==> src/sv/assert_macros.svh <==
// Assertion macros used by the top-level RTL file.
`ifndef ASSERT_MACROS_SVH
`define ASSERT_MACROS_SVH

// Property checked on every rising edge while reset is released.
`define ASSERT_PROP(label, clk, rst_n, prop, msg) \
    label: assert property (@(posedge clk) disable iff (!rst_n) (prop)) else $error(msg);

// Same-cycle implication checked while reset is released.
`define ASSERT_IMPLY(label, clk, rst_n, ante, cons, msg) \
    label: assert property (@(posedge clk) disable iff (!rst_n) (ante) |-> (cons)) \
        else $error(msg);

`endif

==> src/sv/thc_pkg.sv <==
// Package with shared types and constants of the temperature and humidity compensation.
`default_nettype none
package thc_pkg;

    localparam int TEMP_STAGES = 4;
    localparam int HUM_STAGES  = 8;

    // Configuration register indexes.
    localparam logic [3:0] REG_TEMP_CAL_1      = 4'd0;
    localparam logic [3:0] REG_TEMP_CAL_2      = 4'd1;
    localparam logic [3:0] REG_TEMP_CAL_3      = 4'd2;
    localparam logic [3:0] REG_HUM_CAL_1_AND_3 = 4'd3;
    localparam logic [3:0] REG_HUM_CAL_2       = 4'd4;
    localparam logic [3:0] REG_HUM_CAL_4       = 4'd5;
    localparam logic [3:0] REG_HUM_CAL_5       = 4'd6;
    localparam logic [3:0] REG_HUM_CAL_6       = 4'd7;

    // Arithmetic constants of the compensation.
    localparam logic signed [31:0] C_TC_ROUND  = 32'sd128;
    localparam logic signed [31:0] C_TF_OFFSET = 32'sd76800;
    localparam logic signed [31:0] C_P_ROUND   = 32'sd16384;
    localparam logic signed [31:0] C_Q2_OFS    = 32'sd32768;
    localparam logic signed [31:0] C_Q_OFS     = 32'sd2097152;
    localparam logic signed [31:0] C_QH_ROUND  = 32'sd8192;
    localparam logic signed [31:0] C_HUM_MAX   = 32'sd419430400;

    typedef struct packed {
        logic        [15:0] t1;
        logic signed [15:0] t2;
        logic signed [15:0] t3;
        logic        [7:0]  h1;
        logic        [7:0]  h3;
        logic signed [15:0] h2;
        logic        [11:0] h4;
        logic        [11:0] h5;
        logic signed [7:0]  h6;
    } t_cal;

    // Temperature result as it enters the humidity pipeline.
    typedef struct packed {
        logic        [15:0] rh;
        logic signed [31:0] tf;
        logic signed [31:0] x;
        logic        [23:0] tc;
    } t_temp_res;

endpackage
`default_nettype wire

==> src/sv/thc_cfg_regs.sv <==
// Calibration register file written through the configuration port.
`default_nettype none
module thc_cfg_regs
    import thc_pkg::*;
(
    input  wire logic        i_clk,
    input  wire logic        i_rst_n,
    input  wire logic        i_cfg_valid,
    input  wire logic [3:0]  i_cfg_index,
    input  wire logic [15:0] i_cfg_data,
    output t_cal             o_cal
);

    t_cal r_cal;

    always_ff @(posedge i_clk) begin
        if (!i_rst_n) begin
            r_cal <= '0;
        end else if (i_cfg_valid) begin
            case (i_cfg_index)
                REG_TEMP_CAL_1:      r_cal.t1 <= i_cfg_data;
                REG_TEMP_CAL_2:      r_cal.t2 <= i_cfg_data;
                REG_TEMP_CAL_3:      r_cal.t3 <= i_cfg_data;
                REG_HUM_CAL_1_AND_3: begin
                    r_cal.h1 <= i_cfg_data[7:0];
                    r_cal.h3 <= i_cfg_data[15:8];
                end
                REG_HUM_CAL_2:       r_cal.h2 <= i_cfg_data;
                REG_HUM_CAL_4:       r_cal.h4 <= i_cfg_data[11:0];
                REG_HUM_CAL_5:       r_cal.h5 <= i_cfg_data[11:0];
                REG_HUM_CAL_6:       r_cal.h6 <= i_cfg_data[7:0];
                default: begin
                end
            endcase
        end
    end

    assign o_cal = r_cal;

endmodule
`default_nettype wire

==> config.mk <==
export PLATFORM = sky130hd
export DESIGN_NAME = thc_cfg_regs
export DESIGN_NICKNAME = d
export VERILOG_FILES = /design/src/sv/assert_macros.svh /design/src/sv/thc_pkg.sv /design/src/sv/thc_cfg_regs.sv
export SDC_FILE = /design/constraint.sdc
export NUM_CORES = 1
export LEC_CHECK = 0
export BUFFER_PORTS_ARGS = -buffer_cell sky130_fd_sc_hd__buf_2
export CELL_PAD_IN_SITES_DETAIL_PLACEMENT = 1
export CELL_PAD_IN_SITES_GLOBAL_PLACEMENT = 2
export CORE_MARGIN = 10
export CORE_UTILIZATION = 27
export CTS_BUF_LIST = sky130_fd_sc_hd__clkbuf_8 sky130_fd_sc_hd__clkbuf_16
export DETAILED_ROUTE_END_ITERATION = 16
export GPL_TIMING_DRIVEN = 0
export PLACE_DENSITY_LB_ADDON = 0.2
export SETUP_SLACK_MARGIN = 0.4
export SLEW_MARGIN = 25
export SYNTH_ARGS = -nofsm -noshare
export SYNTH_HDL_FRONTEND = slang
export SYNTH_SLANG_ARGS = --single-unit
==> constraint.sdc <==
create_clock -name i_clk -period 1.2 [get_ports i_clk]
set_clock_uncertainty 0.2 [all_clocks]
set_input_delay 0.18 -clock i_clk [delete_from_list [all_inputs] [get_ports i_clk]]
set_output_delay 0.18 -clock i_clk [all_outputs]
set_load 0.02 [all_outputs]
; ---- Yosys cells after proc, flatten, opt, wreduce, memory -nomap -nowiden
; Index checks and enable logic that the tools add are counted.
[word_totals]
register_bits = 112
wordCells = 25
in_bits = 23
output_inout_bits = 112
[classes]
n_reduce_logical = 9
n_eq_ne = 7
[op_table]
columns = cell, count
row1 = "4-bit by 3-bit == test with 1-bit output, second input constant", 4
row2 = 2-bit AND reduction, 8
row3 = "4-bit by 2-bit == test with 1-bit output, second input constant", 2
row4 = "4-bit by 1-bit == test with 1-bit output, second input constant", 1
row5 = 4-bit logical NOT, 1

; ---- Depth between registers and ports, before layout
[depth]
word_depth = 2
mapped_depth = 5
depth_no_buf = 3

; ---- Worst setup path before layout
; OpenSTA, ideal clock, no wires.
[synth_timing]
kind = input-to-reg
start = input i_cfg_index[3]
end = register r_cal (netlist bit o_cal[56])
slack_ns = -0.096
path_buffers = 2
required_time_ns = 0.927
t_arrival_ns = 1.023
setup_time_ns = 0.073
path_stages = 5
path_cell_list = nor3b_4 -> and3_1 -> buf_6 -> buf_12 -> mux2i_1
[synth_via]
elab_chain_cells = 2
[synth_lines]
columns = item, line_no
row1 = from (decl), thc_cfg_regs.sv:9  ; input wire logic [3:0] i_cfg_index,
row2 = 4-bit by 2-bit == test with 1-bit output, thc_cfg_regs.sv:20  ; case (i_cfg_index)
row3 = 2-bit AND reduction (no source line), n/a
row4 = to (decl), thc_cfg_regs.sv:14  ; t_cal r_cal;
; No other way between the ends.
; A chain may end at the register's enable or synchronous reset.

; ---- Final worst setup path
[layout_timing]
start = register r_cal (netlist bit o_cal[93])
end = output o_cal[93] (netlist bit)
[layout_rtl]
columns = item, line_no
row1 = to (decl), thc_cfg_regs.sv:11  ; output t_cal o_cal
; No word-level cell between the ends.

==> impl_metrics.toml <==
[critical_path]
critPathRequiredTime_ns = 0.82
crit_path_cell_trace = "buf_6"
critical_path.slowest_cell = "dfxtp_2"
r2r_start = "o_cal[28]$_SDFFE_PN0P_"
reg2reg_depth = 4
critPathBufInv = 1
end_kind = "primary output"
path_depth = 1
start_kind = "flop"
crit_fanout = 2
criticalPathCategory = "reg -> out"
critPathArrivalTime_ns = 0.84
startpoint = "o_cal[93]$_SDFFE_PN0P_"
rrSetupSlack_ns = 0.17
critPathTopFamily = "flip-flops"
cpPeakStageDelay_ns = 0.36
r2r-end = "o_cal[28]$_SDFFE_PN0P_"
critPathCapture = "o_cal[93]"

[routing]
wire_per_inst_um = 19.9
finalWirelength_um = 15900
drt_iter0_markers = 92
postRouteAntennaNets = 0
vias_per_cell = 4.40
drc = 0
first_pass_iters = 4
via_count = 3515

[sta]
rsz0062_at_grt = "yes"
slew_violations = 0
finalHoldViolations = 6
fmax_mhz = 818
setup_slack_ns = -0.0232
fin_crit_sh_pct = 102
period_needed_ns = 1.22
setup_viol = 23
tightest_slew_ns = 0.445
holdWs_ns = -0.0103
slew_headroom_pct = 70.3

[final_layout]
diodes = 0
fillCellCount = 1611
seq_area_um2 = 2380
layout-drive-gt1-share_pct = 61.0
largest_reg_flops = 112
final_nets = 628
multi_input_area_um2 = 1790
syn_to_final_growth_pct = 73.3
finalNonFillerCells = 798

[synthesis]
syn_nets = 412
postSynthCellCount = 389
synthesis.area_um2 = 4150
postSynthAreaPerCell_um2 = 10.7
yosysMostFrequentCell = "nand2_1"
ys_seq_elements = 112
synth.area.top_cells = "dfxtp_1 (54%), mux2i_1 (27%), nand2_1 (12%), buf_6 (2.4%), nor3b_4 (1.4%)"
synth-async-reset-ratio_pct = 0
yosys_warnings = 0
synth_top_area_share_pct = 54.0
synth_ff_type = "dfxtp_1"
yosys.area.top_type = "dfxtp_1"
synth_common_cells = "nand2_1 (129), dfxtp_1 (112), mux2i_1 (112), clkbuf_1 (13), buf_6 (9)"
synth-edff-count = 0
synthDistinctLibCells = 16
synth_seq_area_share_pct = 54.0

[cts]
cts_made_buffers = 9
clk_latency_ns = 0.36
path_clk_slew_ns = 0.07
clock_path_buffers = 2
htreeDepth = 3
cts_tree = "done"
cts_root_buf = "clkbuf_16"
clock-sinks = 112

[global_routing]
grt_pass1_wl_um = 23700
grt_start_max_net_pins = 19
track_usage_pct = 15.3
antenna_found_initial = 0
first_global_vias = 3986
gr-total-overflow = 0

[place]
numPortBuffers = 133
routabilityCongestion = 0.738
placed_cells_incl_taps = 710
dpl.hpwl_um = 10400

[hold_path]
hp-class = "in -> reg"
min_delay_path_depth = 3

[floorplanning]
core_area_um2 = 15100
ioPinCount = 135
die-area_um2 = 20700
die_w_um = 144
fp.dieH_um = 144
fp-row-count = 45
start_util_pct = 27.4

[power_and_ir_drop]
powerDensity_nw_per_um2 = 1080
leakagePower_nw = 3.40
peakVddDrop_v = 0.000636

[run_status]
violations = "negative hold slack, negative setup slack"
outcome = "finished with violations"

[run]
max_cap_viol_count = 0
[cells by family (layout without fill, tap and decap cells)]
family | count (synthesis) | in the layout | share of synthesized area [%]
buffers and inverters | 25 | 246 | 4.40
DFF | 112 | 112 | 54.0
muxes | 112 | 112 | 27.0
and+or+nand+nor | 140 | 140 | 14.6
[how the worst min path moves through the flow]
stage / from / to / slack [ns]
2_1_floorplan: i_cfg_index[0] / o_cal[19]$_SDFFE_PN0P_ / 0.17
3_3_place_gp: o_cal[7]$_SDFFE_PN0P_ / o_cal[7]$_SDFFE_PN0P_ / 0.24
3_5_place_dp: o_cal[11]$_SDFFE_PN0P_ / o_cal[11]$_SDFFE_PN0P_ / 0.24
4_1_cts: i_cfg_data[11] / o_cal[43]$_SDFFE_PN0P_ / -0.006
5_1_grt: i_cfg_data[11] / o_cal[51]$_SDFFE_PN0P_ / -0.008
6_report: i_cfg_data[11] / o_cal[43]$_SDFFE_PN0P_ / -0.01
[layout make-up]
type	count	share of cell area [%]
plain buffers	25	3.58
clock buffers	9	3.13
clock inverters	7	1.34
multi-input cells	252	24.9
flip-flops and latches	112	33.1
well taps	188	3.27
repair buffers	205	30.7
[report_power, final]
group / leakage [nW] / switching (mW) / total (mW) / internal [mW]
logic: 2.29 / 0.372 / 0.680 / 0.309
registers: 0.960 / 0.0372 / 3.81 / 3.77
clock network: 0.148 / 1.47 / 3.30 / 1.83
[cell usage in the layout, fill, tap and decap left out]
cell type     n
and3_1        1
buf_12       13
buf_16        5
buf_2        18
buf_4        38
buf_6       139
buf_8         4
bufinv_16     2
clkbuf_1      3
clkbuf_16     9
clkbuf_2      8
clkbuf_4      2
clkinv_2      1
clkinv_4      1
clkinvlp_4    3
dfxtp_2     112
mux2i_1     109
mux2i_2       3
nand2_1     123
nand2_2       5
nand2_4       1
nand2_8       1
nand2b_4      1
nand3b_1      2
nand3b_4      1
nor2_4        2
nor3b_4       3
[per-stage QoR]
step           cell area [µm²]  utilization (%)  TNS, ns  setup slack [ns]  total power, mW
3_3_place_gp              5090             33.6   -33.31            -0.408             4.37
5_1_grt                   7190             47.5    -2.74           -0.0569             8.11
6_report                  7190             47.5   -0.162           -0.0232             7.79
4_1_cts                   7010             46.3    -1.00           -0.0302             7.86
2_1_floorplan             4190                -    -2.88           -0.0940             4.15
3_5_place_dp              5090             33.6   -34.34            -0.487             4.37
[routing by layer]
layer	part of all wire, %	up-vias	wire (µm)	track usage, %
met5	0	-	0	0
met2	50	88	7880	26.9
met3	7.9	10	1260	5.84
met1	41	1697	6550	16.6
met4	1.3	0	199	5.00
li1	-	1720	-	-
[repair_timing]
action	4_1_cts	5_1_grt
hold endpoints to repair	4	2
endpoints found under the setup margin	224	224
gates cloned	7	0
resized for setup	397	7
pin swaps	4	2
buffers inserted	43	22
Power figures use the tool's default switching activity.
