File: src/sv/assert_macros.svh
// Assertion macros used by the top-level RTL file.
`ifndef ASSERT_MACROS_SVH
`define ASSERT_MACROS_SVH

// Property checked on every rising edge while reset is released.
`define ASSERT_PROP(label, clk, rst_n, prop, msg) \
    label: assert property (@(posedge clk) disable iff (!rst_n) (prop)) else $error(msg);

// Same-cycle implication checked while reset is released.
`define ASSERT_IMPLY(label, clk, rst_n, ante, cons, msg) \
    label: assert property (@(posedge clk) disable iff (!rst_n) (ante) |-> (cons)) \
        else $error(msg);

`endif

File: src/sv/thc_pkg.sv
// Package with shared types and constants of the temperature and humidity compensation.
`default_nettype none
package thc_pkg;

    localparam int TEMP_STAGES = 4;
    localparam int HUM_STAGES  = 8;

    // Configuration register indexes.
    localparam logic [3:0] REG_TEMP_CAL_1      = 4'd0;
    localparam logic [3:0] REG_TEMP_CAL_2      = 4'd1;
    localparam logic [3:0] REG_TEMP_CAL_3      = 4'd2;
    localparam logic [3:0] REG_HUM_CAL_1_AND_3 = 4'd3;
    localparam logic [3:0] REG_HUM_CAL_2       = 4'd4;
    localparam logic [3:0] REG_HUM_CAL_4       = 4'd5;
    localparam logic [3:0] REG_HUM_CAL_5       = 4'd6;
    localparam logic [3:0] REG_HUM_CAL_6       = 4'd7;

    // Arithmetic constants of the compensation.
    localparam logic signed [31:0] C_TC_ROUND  = 32'sd128;
    localparam logic signed [31:0] C_TF_OFFSET = 32'sd76800;
    localparam logic signed [31:0] C_P_ROUND   = 32'sd16384;
    localparam logic signed [31:0] C_Q2_OFS    = 32'sd32768;
    localparam logic signed [31:0] C_Q_OFS     = 32'sd2097152;
    localparam logic signed [31:0] C_QH_ROUND  = 32'sd8192;
    localparam logic signed [31:0] C_HUM_MAX   = 32'sd419430400;

    typedef struct packed {
        logic        [15:0] t1;
        logic signed [15:0] t2;
        logic signed [15:0] t3;
        logic        [7:0]  h1;
        logic        [7:0]  h3;
        logic signed [15:0] h2;
        logic        [11:0] h4;
        logic        [11:0] h5;
        logic signed [7:0]  h6;
    } t_cal;

    // Temperature result as it enters the humidity pipeline.
    typedef struct packed {
        logic        [15:0] rh;
        logic signed [31:0] tf;
        logic signed [31:0] x;
        logic        [23:0] tc;
    } t_temp_res;

endpackage
`default_nettype wire

File: src/sv/thc_temp_pipe.sv
// Four-stage pipeline computing fine temperature and centidegree temperature.
`default_nettype none
module thc_temp_pipe
    import thc_pkg::*;
(
    input  wire logic        i_clk,
    input  wire logic        i_rst_n,
    input  wire t_cal        i_cal,
    input  wire logic        i_valid,
    output logic             o_stall,
    input  wire logic [19:0] i_raw_temperature,
    input  wire logic [15:0] i_raw_humidity,
    output logic             o_valid,
    input  wire logic        i_stall,
    output t_temp_res        o_res
);

    logic [TEMP_STAGES-1:0] r_v;
    logic [TEMP_STAGES-1:0] w_en;

    logic signed [31:0] w_t2, w_t3;
    logic signed [31:0] n_a, n_b;
    logic signed [31:0] r1_m1, r1_bb;
    logic signed [31:0] r2_v1, r2_m2;
    logic signed [31:0] r3_tf;
    logic signed [31:0] n_tc5, n_tcs;
    logic        [15:0] r1_rh, r2_rh, r3_rh;
    t_temp_res          r4_res;

    // A stage may load when it is empty or when the stage after it moves on.
    always_comb begin
        w_en[TEMP_STAGES-1] = !r_v[TEMP_STAGES-1] || !i_stall;
        for (int k = TEMP_STAGES - 2; k >= 0; k--) begin
            w_en[k] = !r_v[k] || w_en[k+1];
        end
    end

    assign o_stall = !w_en[0];

    always_ff @(posedge i_clk) begin
        if (!i_rst_n) begin
            r_v <= '0;
        end else begin
            if (w_en[0]) begin
                r_v[0] <= i_valid;
            end
            for (int k = 1; k < TEMP_STAGES; k++) begin
                if (w_en[k]) begin
                    r_v[k] <= r_v[k-1];
                end
            end
        end
    end

    assign w_t2 = {{16{i_cal.t2[15]}}, i_cal.t2};
    assign w_t3 = {{16{i_cal.t3[15]}}, i_cal.t3};
    assign n_a  = {15'd0, i_raw_temperature[19:3]} - {15'd0, i_cal.t1, 1'b0};
    assign n_b  = {16'd0, i_raw_temperature[19:4]} - {16'd0, i_cal.t1};

    assign n_tc5 = r3_tf + (r3_tf <<< 2) + C_TC_ROUND;
    assign n_tcs = n_tc5 >>> 8;

    always_ff @(posedge i_clk) begin
        if (w_en[0]) begin
            r1_m1 <= n_a * w_t2;
            r1_bb <= n_b * n_b;
            r1_rh <= i_raw_humidity;
        end
        if (w_en[1]) begin
            r2_v1 <= r1_m1 >>> 11;
            r2_m2 <= (r1_bb >>> 12) * w_t3;
            r2_rh <= r1_rh;
        end
        if (w_en[2]) begin
            r3_tf <= r2_v1 + (r2_m2 >>> 14);
            r3_rh <= r2_rh;
        end
        if (w_en[3]) begin
            r4_res.rh <= r3_rh;
            r4_res.tf <= r3_tf;
            r4_res.x  <= r3_tf - C_TF_OFFSET;
            r4_res.tc <= n_tcs[23:0];
        end
    end

    assign o_valid = r_v[TEMP_STAGES-1];
    assign o_res   = r4_res;

endmodule
`default_nettype wire

File: config.mk
export PLATFORM = sky130hd
export DESIGN_NAME = thc_temp_pipe
export DESIGN_NICKNAME = d
export VERILOG_FILES = /design/src/sv/assert_macros.svh /design/src/sv/thc_pkg.sv /design/src/sv/thc_temp_pipe.sv
export SDC_FILE = /design/constraint.sdc
export NUM_CORES = 2
export LEC_CHECK = 0
export ABC_AREA = 1
export CAP_MARGIN = 20
export CORE_ASPECT_RATIO = 1.4
export CORE_MARGIN = 2
export CORE_UTILIZATION = 55
export CTS_BUF_LIST = sky130_fd_sc_hd__clkbuf_2 sky130_fd_sc_hd__clkbuf_4 sky130_fd_sc_hd__clkbuf_8
export CTS_CLUSTER_DIAMETER = 50
export DETAILED_ROUTE_END_ITERATION = 12
export DONT_BUFFER_PORTS = 1
export PLACE_DENSITY = 0.75
export SLEW_MARGIN = 20
export SYNTH_ARGS = -nofsm -noshare
export SYNTH_HDL_FRONTEND = slang
export SYNTH_SLANG_ARGS = --single-unit
export TNS_END_PERCENT = 30
File: constraint.sdc
create_clock -name i_clk -period 21.2 [get_ports i_clk]
set_clock_uncertainty 0.15 [all_clocks]
set_input_delay 1.06 -clock i_clk [delete_from_list [all_inputs] [get_ports i_clk]]
set_output_delay 1.06 -clock i_clk [all_outputs]
set_load 0.005 [all_outputs]
* Yosys cells after proc, flatten, opt, wreduce, memory -nomap -nowiden
Cells that the tools add are included.
** Word-level totals
- Flip-flop bits (word level) :: 305
- Word-level logic and storage cells :: 35
** Cells by class
- Add/sub/neg operators :: 6
- Multipliers :: 3
- Reductions and logical operators :: 10
** Operators by type and width (number)
- $add A32 B32 Y32 :: 1
- $add A32 B9 Y32 const B :: 1
- $mul A17 B17 Y32 :: 1
- $mul A18 B16 Y32 :: 1
- $mul A20 B16 Y32 :: 1
- $sub A32 B18 Y32 const B :: 1
- $add A21 B18 Y22 :: 1
- $sub A17 B17 Y18 :: 1
- $sub A16 B16 Y17 :: 1
- $logic_not A1 Y1 :: 6
- $logic_or A1 B1 Y1 :: 4

* Longest topological paths before layout
- Depth in word-level cells :: 6
- Gate-level depth with buffers :: 38

* Worst setup path after synthesis
OpenSTA, ideal clock, no wires.
- Path kind :: input -> register
- Start :: input i_raw_temperature[4]
- End :: register r1_bb[26] (data pin)
- Library setup time :: 265 ps
- Data arrival time :: 7177 ps
- Required time :: 20785 ps
- Setup slack :: 13608 ps
- Stages on the path :: 28
- Buffers on the path :: 1
- Cell sequence :: inv_1 > ha_1 > fa_1 > inv_1 > nand2_1 > a21oi_2 > nand3_1 > nand2_1 > nand3_1 > nand2_1 > buf_1 > nor2_1 > fa_1 > inv_1 > fa_1 > inv_1 > fa_1 > fa_1 > fa_1 > fa_1 > ha_1 > nand2_1 > nor2_1 > inv_1 > nor2_1 > nand3_1 > o21ai_0 > xor2_1
** Between the ends
- Word-level cells in the longest chain between the ends :: 2
** RTL lines
- from (decl) :: line thc_temp_pipe.sv:11 : input wire logic [19:0] i_raw_temperature,
- $sub A16 B16 Y17 :: line thc_temp_pipe.sv:58 : assign n_b = {16'd0, i_raw_temperature[19:4]} - {16'd0, i_cal.t1};
- $mul A17 B17 Y32 :: line thc_temp_pipe.sv:66 : r1_bb <= n_b * n_b;
- to (signal assigned) :: line thc_temp_pipe.sv:66
- to (decl) :: line thc_temp_pipe.sv:23 : logic signed [31:0] r1_m1, r1_bb;
Every way passes these cells.
A chain may end at the register's enable or synchronous reset.

* Final worst setup path
- Start :: input i_raw_temperature[4]
- End :: register r1_m1[30] (data pin)
** Between the ends
- Word-level cells in the longest chain between the ends :: 2
** RTL lines
- $sub A17 B17 Y18 :: line thc_temp_pipe.sv:57 : assign n_a = {15'd0, i_raw_temperature[19:3]} - {15'd0, i_cal.t1, 1'b0};
- $mul A18 B16 Y32 :: line thc_temp_pipe.sv:65 : r1_m1 <= n_a * w_t2;
- to (signal assigned) :: line thc_temp_pipe.sv:65
- to (decl) :: line thc_temp_pipe.sv:23
Every way passes these cells.

==> flow_summary.ini <==
[outcome]
run_status = completed

[cts]
worst_skew_pair.late_latency_ps = 550
postCtsHoldBufs = 0
clk_path_buf_depth = 3
clk_transition_reported_paths_ps = 70
htree_depth = 2
cts_setup_buffers = 0
cts_root_buf = sky130_fd_sc_hd__clkbuf_8
cts_num_sinks = 238
tritoncts_clock_tree = done
cts-resized-gates = 0
number_of_buffers_inserted_during_clock_tree_synthesis = 36

[global_routing]
via_count_of_the_first_global_routing_pass = 32940
grt_max_degree = 82
grt_overflow_total = 0
first_pass_grt_wire_length_um = 161700
grt_usage_pct = 26.12
antenna_violations_before_repair = 1

[layout]
final_nets = 5931
fillerInstances = 6627
register_area_um2 = 7107
layout-drive-gt1-share_pct = 2.633
multi_input_area_um2 = 29310
syn_to_final_growth_pct = 3.395

[flow_run]
max-cap-violations = 0

[logic_synthesis]
avg_synthesized_cell_area_um2 = 8.846
synth_area_um2 = 41870
synth_top_flop_cell = sky130_fd_sc_hd__edfxtp_1
number_of_flops_mapped_to_enable_cells_by_yosys = 234
number_of_warning_messages_in_the_yosys_log = 0
synth_seq_area_share_pct = 16.97
post_synth_num_cell_types = 50
yosys_register_bits = 238
synthArstFlopShare_pct = 0
post_synth_inst_count = 4733
syn_nets = 6019

[timing]
number_of_setup_violations_in_the_final_report = 0
post-route-min-period_ps = 9129
transition_time_at_the_pin_with_the_least_slew_margin_ps = 1179
slew-limit-headroom_pct = 21.21
period_share_pct = 43.06
timing.hold.ws_ps = 245.7
finalHoldViolations = 0
slew_viol_final = 0
fin_tns_setup_ps = 0
clock.fmax_mhz = 109.5
unrepaired_setup_endpoints_after_global_routing = no

[routing]
wl_met1_um = 34460
ant_nets = 0
drt_pre_antenna_iters = 5
wl_met2_um = 51270
vias_per_cell = 5.363
drcViolationCount = 0
drt_first_iter_violations = 1690
top_layer = met4
vias = 30250
route.met3.wl_um = 5857
routed_len_inst_um = 17.26
drt_wl_total_um = 97370

[floorplanning]
die_width_um = 237.2
rows = 119
ios = 258
dieHeight_um = 330.5
floorplan.core_area_um2 = 75340
fp.dieArea_um2 = 78380
start_util_pct = 55.57

[critical_path]
required_ps = 21330
timing.critical_path.arrival_ps = 9260
critical_path_peak_fanout = 20
critical-path-top-delay-family = adder cells
cp_num_buf_inv = 9
setup.worst_path.end_class = register
crit_type = input pin to register
worst_path_largest_cell_delay_ps = 1060
cp_common_cell = sky130_fd_sc_hd__inv_1
worst_setup_path_start_kind = input pin
crit_slowest_cell = sky130_fd_sc_hd__inv_1

[placement]
gp_congestion = 0.9757
io_buffers = 0
detailedPlacementHpwl_um = 80420

[min_path]
hold_class = register to register
cell families (layout without fill, tap and decap cells):
kind of cell    after synthesis  after routing  share of synthesized area (%)
simple gates               1470           1470                          13.93
buf+inv                    1426           1364                          13.10
fa+ha+maj                  1134           1134                          48.52
compound gates              324            324                          4.492
flops                       238            238                          16.97
xor+xnor                    141            141                          2.994
other cells                   0              1                              0
worst register-to-register path: stages, from the launching register on:
cell                       delay, ps
sky130_fd_sc_hd__edfxtp_1        890
sky130_fd_sc_hd__nand2_1         180
sky130_fd_sc_hd__fa_1            540
sky130_fd_sc_hd__inv_1            60
sky130_fd_sc_hd__fa_1            530
sky130_fd_sc_hd__inv_1            60
sky130_fd_sc_hd__fa_1            510
sky130_fd_sc_hd__inv_1            60
sky130_fd_sc_hd__fa_1            580
sky130_fd_sc_hd__inv_1            70
sky130_fd_sc_hd__fa_1            500
sky130_fd_sc_hd__inv_1            60
sky130_fd_sc_hd__fa_1            440
sky130_fd_sc_hd__ha_1            330
sky130_fd_sc_hd__nand2_1         110
sky130_fd_sc_hd__nor4_1          470
sky130_fd_sc_hd__a21oi_1         150
sky130_fd_sc_hd__nand2_1         140
sky130_fd_sc_hd__nand2_1          60
sky130_fd_sc_hd__nand2_1          70
sky130_fd_sc_hd__xor2_1          380
area by class of cell:
class	count	area share, %
clock buffer	41	1.231
inverter	1281	11.11
timing repair buffer	19	0.3295
sequential	238	16.42
antenna	1	0.005781
multi-input combinational	3069	67.70
tap	968	2.798
clock inverter	23	0.4075
layout by cell type, fill, tap and decap left out, types with 19 or more instances in the layout:
| master | count |
|---|---|
| sky130_fd_sc_hd__nand3_1 | 77 |
| sky130_fd_sc_hd__or2_2 | 22 |
| sky130_fd_sc_hd__nor2_1 | 363 |
| sky130_fd_sc_hd__clkbuf_8 | 36 |
| sky130_fd_sc_hd__nand4_1 | 19 |
| sky130_fd_sc_hd__fa_1 | 816 |
| sky130_fd_sc_hd__a21oi_1 | 154 |
| sky130_fd_sc_hd__nand2_1 | 939 |
| sky130_fd_sc_hd__xnor2_1 | 41 |
| sky130_fd_sc_hd__buf_4 | 19 |
| sky130_fd_sc_hd__a21o_1 | 28 |
| sky130_fd_sc_hd__inv_1 | 1266 |
| sky130_fd_sc_hd__edfxtp_1 | 234 |
| sky130_fd_sc_hd__o21ai_0 | 75 |
| sky130_fd_sc_hd__nor3_1 | 19 |
| sky130_fd_sc_hd__xor2_1 | 96 |
| sky130_fd_sc_hd__ha_1 | 318 |
sequential cells by signal, summed over array words and instances (netlist names):
name and count:
r_v 4, r2_rh 16, o_res 84, r1_bb 20
r3_rh 16, r3_tf 22, r1_m1 21, r2_v1 21
r1_rh 16, r2_m2 18
stage by stage:
stage / setup slack (ps) / util, % / area [um^2] / instances
after CTS: 12230 / 57.46 / 43290 / 5639
after floorplan: 13610 / - / 41870 / 4733
after detailed placement: 11660 / 56.52 / 42580 / 5575
final: 12070 / 57.46 / 43290 / 5640
after global routing: 11790 / 57.46 / 43290 / 5640
after global placement: 11740 / 56.52 / 42580 / 5575
worst paths after layout:
| path | from | end | slack, ps | cells past startpoint |
|---|---|---|---|---|
| setup / recovery | i_raw_temperature[4] | r1_m1[30] | 12070 | 31 |
| hold / removal | r3_rh[15] | o_res[103] | 250 | 0 |
| setup reg to reg | r1_bb[23] | r2_m2[24] | 14630 | 20 |
| hold reg to reg | r3_rh[15] | o_res[103] | 250 | 0 |
synth_stat cells (11+ instances only):
master                        n  area (um^2)
sky130_fd_sc_hd__a21oi_1    154        770.7
sky130_fd_sc_hd__buf_4       22        165.2
sky130_fd_sc_hd__a21o_1      28        210.2
sky130_fd_sc_hd__buf_2       32        160.2
sky130_fd_sc_hd__xnor2_1     42        367.9
sky130_fd_sc_hd__nand3_1     77        385.4
sky130_fd_sc_hd__clkbuf_1    84        315.3
sky130_fd_sc_hd__xor2_1      98        858.3
sky130_fd_sc_hd__o21ai_0     75        375.4
sky130_fd_sc_hd__edfxtp_1   234         7027
sky130_fd_sc_hd__nand2_1    940         3528
sky130_fd_sc_hd__nand4_1     19        118.9
sky130_fd_sc_hd__nor2_1     363         1363
sky130_fd_sc_hd__ha_1       318         3979
sky130_fd_sc_hd__a31oi_1     14        87.58
sky130_fd_sc_hd__inv_1     1268         4760
sky130_fd_sc_hd__nor4_1      13        81.33
sky130_fd_sc_hd__nor3_1      19        95.09
sky130_fd_sc_hd__o21bai_1    11        82.58
sky130_fd_sc_hd__fa_1       816        16340
sky130_fd_sc_hd__or2_2       22        137.6
metal layers:
layer	GRT usage, %	vias up
li1	-	13790
met1	29.28	15050
met2	48.41	1062
met3	3.467	349
met4	13.84	0
met5	0	-
Power is left out: the tool's default activity adds up to more than one toggle a clock period on the data nets, which glitch-free logic cannot reach.
